===== src/rtl/sbfd_pkg.sv =====
// Package for the sync byte frame deframer.
// Holds frame geometry constants and the decoded frame field struct.
// No dependencies.
package sbfd_pkg;

	localparam int FRAME_BYTES = 32;
	localparam int STORE_DEPTH = FRAME_BYTES - 2;
	localparam int COUNT_W     = $clog2(FRAME_BYTES);

	localparam logic [7:0]         SYNC_RESET = 8'hA5;
	localparam logic [COUNT_W-1:0] LAST_INDEX = COUNT_W'(FRAME_BYTES - 1);

	typedef logic [7:0] byte_t;

	typedef struct packed {
		logic [31:0] speed_word;
		logic [7:0]  duty_byte;
		logic [31:0] current_word;
		logic [31:0] voltage_word;
		logic [31:0] power_word;
		logic [31:0] gain_p_word;
		logic [31:0] gain_i_word;
		logic [31:0] gain_d_word;
		logic [7:0]  mode_byte;
	} frame_fields_t;

	typedef struct packed {
		logic in_frame;
		logic last_byte;
		logic good;
	} frame_status_t;

endpackage


===== src/rtl/sbfd_core.sv =====
// Frame tracker: sync hunt, byte counter, running XOR and the frame byte shift line.
// Decodes the stored bytes into the result fields; status.good flags a good checksum.
// Depends on sbfd_pkg.
module sbfd_core (
	input  logic                   clk,
	input  logic                   arst_n,
	input  logic                   byte_en,
	input  sbfd_pkg::byte_t        byte_in,
	input  sbfd_pkg::byte_t        sync_value,
	output sbfd_pkg::frame_status_t status,
	output sbfd_pkg::frame_fields_t fields
);

	logic                         in_frame_q;
	logic [sbfd_pkg::COUNT_W-1:0] count_q;
	sbfd_pkg::byte_t              xor_q;
	sbfd_pkg::byte_t              store_q [sbfd_pkg::STORE_DEPTH];

	logic data_byte;

	always_comb begin
		status.in_frame  = in_frame_q;
		status.last_byte = in_frame_q && (count_q == sbfd_pkg::LAST_INDEX);
		status.good      = status.last_byte && (byte_in == xor_q);
		data_byte        = in_frame_q && (count_q != sbfd_pkg::LAST_INDEX);
	end

	always_ff @(posedge clk or negedge arst_n) begin
		if (!arst_n) begin
			in_frame_q <= 1'b0;
			count_q    <= '0;
			xor_q      <= '0;
		end else if (byte_en) begin
			if (!in_frame_q) begin
				if (byte_in == sync_value) begin
					in_frame_q <= 1'b1;
					count_q    <= sbfd_pkg::COUNT_W'(1);
					xor_q      <= byte_in;
				end
			end else if (data_byte) begin
				count_q <= count_q + sbfd_pkg::COUNT_W'(1);
				xor_q   <= xor_q ^ byte_in;
			end else begin
				in_frame_q <= 1'b0;
				count_q    <= '0;
				xor_q      <= '0;
			end
		end
	end

	// shift frame bytes 1..30 down so byte 1 lands at entry 0
	always_ff @(posedge clk) begin
		if (byte_en && data_byte) begin
			for (int i = 0; i < sbfd_pkg::STORE_DEPTH - 1; i++) begin
				store_q[i] <= store_q[i+1];
			end
			store_q[sbfd_pkg::STORE_DEPTH-1] <= byte_in;
		end
	end

	always_comb begin
		fields.speed_word   = {store_q[3], store_q[2], store_q[1], store_q[0]};
		fields.duty_byte    = store_q[4];
		fields.current_word = {store_q[8], store_q[7], store_q[6], store_q[5]};
		fields.voltage_word = {store_q[12], store_q[11], store_q[10], store_q[9]};
		fields.power_word   = {store_q[16], store_q[15], store_q[14], store_q[13]};
		fields.gain_p_word  = {store_q[20], store_q[19], store_q[18], store_q[17]};
		fields.gain_i_word  = {store_q[24], store_q[23], store_q[22], store_q[21]};
		fields.gain_d_word  = {store_q[28], store_q[27], store_q[26], store_q[25]};
		fields.mode_byte    = store_q[29];
	end

`ifndef ASSERT_OFF
	a_hunt_clear: assert property (@(posedge clk) disable iff (!arst_n)
		!in_frame_q |-> (count_q == '0) && (xor_q == '0))
		else $error("hunting with nonzero count or xor");

	a_frame_count: assert property (@(posedge clk) disable iff (!arst_n)
		in_frame_q |-> (count_q != '0))
		else $error("in frame with zero count");

	a_frame_end: assert property (@(posedge clk) disable iff (!arst_n)
		byte_en && status.last_byte |=> !in_frame_q)
		else $error("frame not closed after checksum byte");
`endif

endmodule


===== src/rtl/sync_byte_frame_deframer_xor.sv =====
// Top level of the sync byte frame deframer with XOR checksum.
// Input register, frame tracker (sbfd_core) and result register.
// Depends on sbfd_pkg and sbfd_core.
//
//  channel | handshake             | payload
//  --------+-----------------------+------------------------------------------
//  in      | in_valid / in_stall   | rx_byte
//  out     | out_valid / out_stall | speed_word .. mode_byte (nine fields)
//  config  | cfg_wr_en             | cfg_wr_data (sync value)
//
// One byte per cycle while the input is not stalled. A byte waits in the input register;
// the edge that feeds it to the frame tracker also loads a good frame's result into
// the result register. Reset clears the hunt state and sets the sync value to 0xA5.
// A stalled result holds; the input side stalls only when the byte in hand closes a
// good frame and the result is stuck.
module sync_byte_frame_deframer_xor (
	input  logic        clk,
	input  logic        arst_n,
	input  logic        cfg_wr_en,
	input  logic [7:0]  cfg_wr_data,
	input  logic        in_valid,
	output logic        in_stall,
	input  logic [7:0]  rx_byte,
	output logic        out_valid,
	input  logic        out_stall,
	output logic [31:0] speed_word,
	output logic [7:0]  duty_byte,
	output logic [31:0] current_word,
	output logic [31:0] voltage_word,
	output logic [31:0] power_word,
	output logic [31:0] gain_p_word,
	output logic [31:0] gain_i_word,
	output logic [31:0] gain_d_word,
	output logic [7:0]  mode_byte
);

	sbfd_pkg::byte_t         sync_q;
	logic                    valid_s1;
	sbfd_pkg::byte_t         byte_s1;
	logic                    valid_s2;
	sbfd_pkg::frame_fields_t res_s2;

	sbfd_pkg::frame_status_t status;
	sbfd_pkg::frame_fields_t fields;
	logic                    advance;
	logic                    load_res;

	always_comb begin
		advance  = valid_s1 && (!status.good || !valid_s2 || !out_stall);
		load_res = advance && status.good;
		in_stall = valid_s1 && !advance;
	end

	always_ff @(posedge clk or negedge arst_n) begin
		if (!arst_n) begin
			sync_q <= sbfd_pkg::SYNC_RESET;
		end else if (cfg_wr_en) begin
			sync_q <= cfg_wr_data;
		end
	end

	always_ff @(posedge clk or negedge arst_n) begin
		if (!arst_n) begin
			valid_s1 <= 1'b0;
		end else if (!in_stall) begin
			valid_s1 <= in_valid;
		end
	end

	always_ff @(posedge clk) begin
		if (!in_stall && in_valid) begin
			byte_s1 <= rx_byte;
		end
	end

	sbfd_core u_core (
		.clk        (clk),
		.arst_n     (arst_n),
		.byte_en    (advance),
		.byte_in    (byte_s1),
		.sync_value (sync_q),
		.status     (status),
		.fields     (fields)
	);

	always_ff @(posedge clk or negedge arst_n) begin
		if (!arst_n) begin
			valid_s2 <= 1'b0;
		end else if (load_res) begin
			valid_s2 <= 1'b1;
		end else if (!out_stall) begin
			valid_s2 <= 1'b0;
		end
	end

	always_ff @(posedge clk) begin
		if (load_res) begin
			res_s2 <= fields;
		end
	end

	always_comb begin
		out_valid    = valid_s2;
		speed_word   = res_s2.speed_word;
		duty_byte    = res_s2.duty_byte;
		current_word = res_s2.current_word;
		voltage_word = res_s2.voltage_word;
		power_word   = res_s2.power_word;
		gain_p_word  = res_s2.gain_p_word;
		gain_i_word  = res_s2.gain_i_word;
		gain_d_word  = res_s2.gain_d_word;
		mode_byte    = res_s2.mode_byte;
	end

`ifndef ASSERT_OFF
	a_stall_has_item: assert property (@(posedge clk) disable iff (!arst_n)
		in_stall |-> valid_s1 && status.good && valid_s2)
		else $error("input stalled without a blocked result");

	a_result_source: assert property (@(posedge clk) disable iff (!arst_n)
		$rose(valid_s2) |-> $past(load_res))
		else $error("result appeared without a good frame");

	a_good_in_frame: assert property (@(posedge clk) disable iff (!arst_n)
		status.good |-> status.in_frame)
		else $error("checksum match outside a frame");
`endif

endmodule


===== config.mk =====
export PLATFORM = sky130hd
export DESIGN_NAME = sync_byte_frame_deframer_xor
export DESIGN_NICKNAME = d
export VERILOG_FILES = /design/src/rtl/sbfd_pkg.sv /design/src/rtl/sbfd_core.sv /design/src/rtl/sync_byte_frame_deframer_xor.sv
export SDC_FILE = /design/constraint.sdc
export NUM_CORES = 1
export LEC_CHECK = 0
export BUFFER_PORTS_ARGS = -buffer_cell sky130_fd_sc_hd__buf_2
export CAP_MARGIN = 40
export CORE_MARGIN = 3
export CORE_UTILIZATION = 30
export CTS_BUF_LIST = sky130_fd_sc_hd__clkbuf_4
export DETAILED_ROUTE_END_ITERATION = 8
export PLACE_DENSITY_LB_ADDON = 0.12
export SETUP_SLACK_MARGIN = 0.1
export SLEW_MARGIN = 25
export SYNTH_ARGS = -nofsm -noshare
export SYNTH_HDL_FRONTEND = slang
export SYNTH_SLANG_ARGS = --single-unit

===== constraint.sdc =====
create_clock -name clk -period 7.9 [get_ports clk]
set_clock_uncertainty 0.05 [all_clocks]
set_input_delay 0.395 -clock clk [delete_from_list [all_inputs] [get_ports clk]]
set_output_delay 0.395 -clock clk [all_outputs]
set_load 0.02 [all_outputs]

==> results of run 1 <==
[critical path, stage by stage, from the launching register on]
cell and delay [ps]:
dfrtp_1 410, ha_1 240, and3_1 190, ha_1 410, nand4_1 230, nor4_2 60
a31oi_2 640, and2_4 530, buf_12 520
[cell families (layout without fill, tap and decap cells)]
kind of cell             Yosys count  after routing  synth area share (%)
flip-flops                       512            512                 95.31
AO/OA/AOI/OAI                     35             35                 1.657
AND/OR/NAND/NOR                   26             26                0.9378
XOR/XNOR                          16             16                0.8753
buffers and inverters             13            545                0.3751
multiplexers                      10             10                0.6877
adder cells (fa/ha/maj)            2              2                0.1563
other                              0              3                     0
[metrics by stage]
stage / power (uW) / util (%) / hold WS (ps)
6_report: 5727 / 38.71 / 191.2
4_1_cts: 5862 / 38.62 / 0.9543
3_3_place_gp: 3452 / 34.57 / 353.5
2_1_floorplan: 3391 / - / 49.41
3_5_place_dp: 3457 / 34.61 / 355.6
5_1_grt: 6047 / 38.71 / 41.64
[layout make-up]
type / count / area (um^2)
clock buffers: 218 / 1637
diodes: 3 / 7.507
clock inverters: 17 / 122.6
flip-flops and latches: 512 / 15260
fillers: 4886 / 32270
well taps: 688 / 860.8
inverters: 6 / 22.52
multi-input cells: 89 / 695.7
repair buffers: 304 / 1779
[cells in the final DEF, fill, tap and decap left out, types with 5 or more instances in the layout]
| cell | n |
|---|---|
| edfxtp_1 | 488 |
| buf_2 | 263 |
| clkbuf_4 | 218 |
| dlygate4sd3_1 | 34 |
| dfrtp_1 | 20 |
| o21ai_0 | 11 |
| clkinv_1 | 9 |
| xor2_1 | 8 |
| xnor2_1 | 8 |
| o311ai_0 | 8 |
| a32o_1 | 8 |
| mux2_2 | 8 |
| inv_1 | 6 |
| nand2_1 | 5 |
[path summary, 6_finish.rpt]
check | from | end | slack, ps | depth (start not counted)
max in group asynchronous | arst_n | u_core.count_q[1]$_DFFE_PN0P_ | 6740 | 4
worst max-delay path | u_core.count_q[0]$_DFFE_PN0P_ | u_core.store_q[21][6]$_DFFE_PP_ | 3830 | 8
worst min register to register | u_core.store_q[9][2]$_DFFE_PP_ | u_core.store_q[8][2]$_DFFE_PP_ | 360 | 0
worst max register to register | u_core.count_q[0]$_DFFE_PN0P_ | u_core.store_q[21][6]$_DFFE_PP_ | 3830 | 8
worst min-delay path | rx_byte[6] | byte_s1[6]$_DFFE_PP_ | 190 | 2
min in group asynchronous | arst_n | sync_q[7]$_DFFE_PN1P_ | 540 | 3
[sequential cells by signal, indices dropped and copies added, names as in the netlist]
register and cells:
out_valid 1, current_word 32, sync_q 8, u_core.count_q 5, power_word 32, u_core.xor_q 8, valid_s1 1, mode_byte 8
gain_p_word 32, speed_word 32, voltage_word 32, u_core.in_frame_q 1, gain_i_word 32, byte_s1 8, duty_byte 8, gain_d_word 32
u_core.store_q 240
[where the power goes]
part	switching (uW)	leakage, uW	internal, uW
clock	1010	0.00107	1300
combinational	116	0.00145	76.2
sequential	77.4	0.00472	3140
total	1200	0.00723	4520
[metal layers]
metal  track usage [%]  share of wire (%)  vias to the layer above
met2             15.67                 47                      273
met5                 0                  0                        -
met1             12.91                 43                     3739
met3             5.253                7.8                       58
li1                  -                  -                     3449
met4             5.644                2.5                        0
[repair_timing]
item | CTS | global route
endpoints found under the setup margin | 0 | 0
hold endpoints to repair | 50 | 0
hold buffers | 35 | 0
setup buffers | 0 | 0
==> flow_metrics.tcl, run 1 <==
set metrics [dict create \
    netlist_area_um2 16010 \
    cts_buffers 137 \
    yosys_warnings 0 \
    drive_gt1_share_pct 44.76 \
    wl_um 29900 \
    core_um2 52660 \
    synth_edf_count 488 \
    cts_tree "done" \
    area_growth_syn_to_layout_pct 27.32 \
    dpl.hpwl_um 17280 \
    port_buffers 262 \
    peakVddDrop_mv 0.08531 \
    fp.dieW_um 237.0 \
    post-route-period-util_pct 51.46 \
    synthTopCellsByArea "edfxtp_1 (92%), dfrtp_1 (3.1%), dfstp_2 (0.66%), mux2_2 (0.56%), a32o_1 (0.50%)" \
    status "complete, no violations" \
    place_area_um2 18230 \
    ys_top_cells_by_count "edfxtp_1 (488), dfrtp_1 (20), o21ai_0 (11)" \
    cts_buffer_depth 3 \
    postLayoutSetupSlackWorst_ps 3835 \
    path_class "reg -> reg" \
    cp-end-kind "flop" \
    htree_levels 4 \
    first_pass_iters 5 \
    grt_pass1_vias 7980 \
    grt_setup_unrepaired "false" \
    grt_overflow_total 0 \
    avgSynthCellArea_um2 26.08 \
    num-nets-final 1073 \
    synth.largest_area_cell "edfxtp_1" \
    grt_max_degree 162 \
    drc 0 \
    num_vias 7519 \
    yosys.area.top_type_share_pct 91.53 \
    synth_seq_cells 512 \
    dp_cells 1562 \
    rows 84 \
    cp.required_ps 8330 \
    route.detailed.wl_per_inst_um 16.28 \
    grt_pass1_wl_um 45050 \
    yosysUniqueCellTypes 35 \
    setup_violations 0 \
    path_clk_slew_ps 60 \
    postSynthNetCount 637 \
    grt.total_usage_pct 10.66 \
    cap_violations 0 \
    worstPathArrival_ps 4500 \
    power.density_nw_per_um2 280.9 \
    die_area_um2 56180 \
    finalSetupTns_ps 0 \
    dieHeight_um 237.0 \
    clockRootBuffer "clkbuf_4" \
    synth_most_common_cell "edfxtp_1" \
    ioPinCount 263 \
    synthFlopType "edfxtp_1" \
    synthCells 614 \
    pre_cts_slack_ps 3915 \
    hold_class "in -> reg" \
    postCtsResizedCells 0 \
    drt_iter0_drc 425 \
    gp_congestion 0.6746 \
    antenna_found_initial 2 \
    synthArstFlopShare_pct 4.688 \
    tightest_slew_ps 1112 \
    crit_fanout 155 \
    min_period_ps 4065 \
    ant_nets 0 \
    critPathLaunchType "flop" \
    drv_slew 0 \
    seq_area_frac_synth_pct 95.31 \
    finalHoldViolCount 0 \
    cts_sinks 512 \
    initial_core_util_pct 30.41 \
    slew_headroom_pct 25.85 \
    viasPerCell 4.093 \
    design_area_um2 20380 \
    layoutNonFillerInstCount 1837 \
    fmax_mhz 246.0 \
    power.leakage_uw 0.007235 \
    worstSkewPairLatency_ps 900 \
]
(Power assumes the default switching activity.)
==> inputs of run 2 (changes only) <==
==> constraint.sdc (replaced) <==
create_clock -name clk -period 4 [get_ports clk]
set_clock_uncertainty 0.05 [all_clocks]
set_input_delay 0.2 -clock clk [delete_from_list [all_inputs] [get_ports clk]]
set_output_delay 0.2 -clock clk [all_outputs]
set_load 0.02 [all_outputs]
==> run 2 against run 1 <==
  * Combinational power grew 110%
  * Clock power grew 92%
  * Wire length grew 2.3%
  * Critical endpoint is now in_stall
  * Power grew 96%
  * Die area is the same
  * Core utilization grew 0.48 points
  * Non-clock buffer count grew 26
  * Global-route usage grew 0.31 points
  * Worst setup slack lost 3000 ps
  * First-iteration DRC count shrank 14%
  * Via count grew 1.4%
==> flow_metrics.tcl, run 2 (synthesis results as in run 1) <==
set metrics [dict create \
    drt_iter0_drc 367 \
    grt_pass1_vias 8304 \
    htree_levels 4 \
    path_class "reg -> out" \
    fmax_mhz 312.4 \
    route.detailed.wl_per_inst_um 16.42 \
    r2r-end "gain_i_word[14]$_DFFE_PP_" \
    cap_violations 0 \
    largest_reg_flops 240 \
    dpl.hpwl_um 18630 \
    tightest_slew_ps 680.4 \
    gp_congestion 0.6945 \
    drive_gt1_share_pct 44.20 \
    worstSkewPairLatency_ps 910 \
    num-nets-final 1099 \
    min_period_ps 3201 \
    critPathLaunchType "flop" \
    layout_common_cells "edfxtp_1 (488), buf_2 (262), clkbuf_4 (203)" \
    ff2ff_setup_slack_ps 1060 \
    clockRootBuffer "clkbuf_4" \
    cts_buffers 137 \
    viasPerCell 4.092 \
    crit_end "in_stall" \
    grt_overflow_total 0 \
    critical_path.reg2reg.startpoint "u_core.count_q[0]$_DFFE_PN0P_" \
    area_growth_syn_to_layout_pct 28.88 \
    power.leakage_uw 0.007328 \
    finalSetupTns_ps 0 \
    grt_setup_unrepaired "false" \
    wl_um 30590 \
    setup_violations 0 \
    rr_worst_depth 8 \
    ioPinCount 263 \
    final_common_cell "edfxtp_1" \
    startpoint "u_core.count_q[0]$_DFFE_PN0P_" \
    fillCellCount 4858 \
    cp-end-kind "output pin" \
    cts_tree "done" \
    crit_fanout 6 \
    ant_nets 0 \
    first_pass_iters 4 \
    drc 0 \
    postCtsResizedCells 0 \
    grt_pass1_wl_um 46280 \
    die_area_um2 56180 \
    initial_core_util_pct 30.41 \
    dieHeight_um 237.0 \
    worstPathArrival_ps 2950 \
    cts_sinks 512 \
    cts_buffer_depth 3 \
    rows 84 \
    hold_class "in -> async" \
    status "complete, no violations" \
    num_vias 7623 \
    peakVddDrop_mv 0.2026 \
    cp.required_ps 3750 \
    grt_max_degree 63 \
    path_clk_slew_ps 60 \
    hold_buffers 49 \
    post-route-period-util_pct 80.02 \
    drv_slew 0 \
    holdWs_ps 268.9 \
    regMostFlops "u_core.store_q" \
    port_buffers 262 \
    slew_headroom_pct 54.33 \
    finalHoldViolCount 0 \
    fp.dieW_um 237.0 \
    power.density_nw_per_um2 543.1 \
    grt.total_usage_pct 10.97 \
    core_um2 52660 \
    power_uw 11210 \
    antenna_found_initial 2 \
    post_cts_buffers 0 \
]
## run 2: how the worst min path moves through the flow
stage | end | depth (start not counted)
global placement | sync_q[4]$_DFFE_PN0P_ | 1
global route | sync_q[1]$_DFFE_PN0P_ | 4
CTS | sync_q[1]$_DFFE_PN0P_ | 4
finish | sync_q[1]$_DFFE_PN0P_ | 4
detailed placement | sync_q[4]$_DFFE_PN0P_ | 1
floorplan | out_valid$_DFFE_PN0P_ | 0
## run 2: where the power goes
| group | switching [uW] | leakage, uW | internal (uW) | total (uW) |
|---|---|---|---|---|
| Combinational | 229 | 0.00159 | 171 | 399 |
| Sequential | 159 | 0.00472 | 6210 | 6360 |
| Clock | 2050 | 0.00102 | 2390 | 4440 |
## run 2: layout make-up
cell class | count | area, um^2 | share of cell area [%]
Clock inverter | 32 | 197.7 | 0.9580
Sequential cell | 512 | 15260 | 73.95
Inverter | 6 | 22.52 | 0.1091
Antenna cell | 3 | 7.507 | 0.03638
Multi-Input combinational cell | 89 | 695.7 | 3.371
Timing Repair Buffer | 330 | 2067 | 10.02
Clock buffer | 203 | 1524 | 7.385
Tap cell | 688 | 860.8 | 4.172
## run 2: metal layers
layer	global-route usage, %	wire length [um]
met4	6.102	831
met5	0	0
met1	12.57	12470
met3	4.950	2236
met2	17.11	15050
## run 2: through the flow
step / area [um^2] / std cells / util, % / worst slack (ps)
floorplan: 16020 / 614 / - / 173.0
global placement: 18410 / 1576 / 34.95 / 1102
detailed placement: 18410 / 1576 / 34.95 / 1032
CTS: 20630 / 1860 / 39.17 / 649.5
global route: 20630 / 1862 / 39.18 / 378.9
finish: 20630 / 1863 / 39.19 / 799.2
## run 2: critical path: stages, from the launching register on
cell and delay [ps]:
dfrtp_1 410, ha_1 200, and3_1 170, ha_1 270, nand2_1 110, nor4_1 330
nand2_1 200, nor2_1 170, buf_2 190
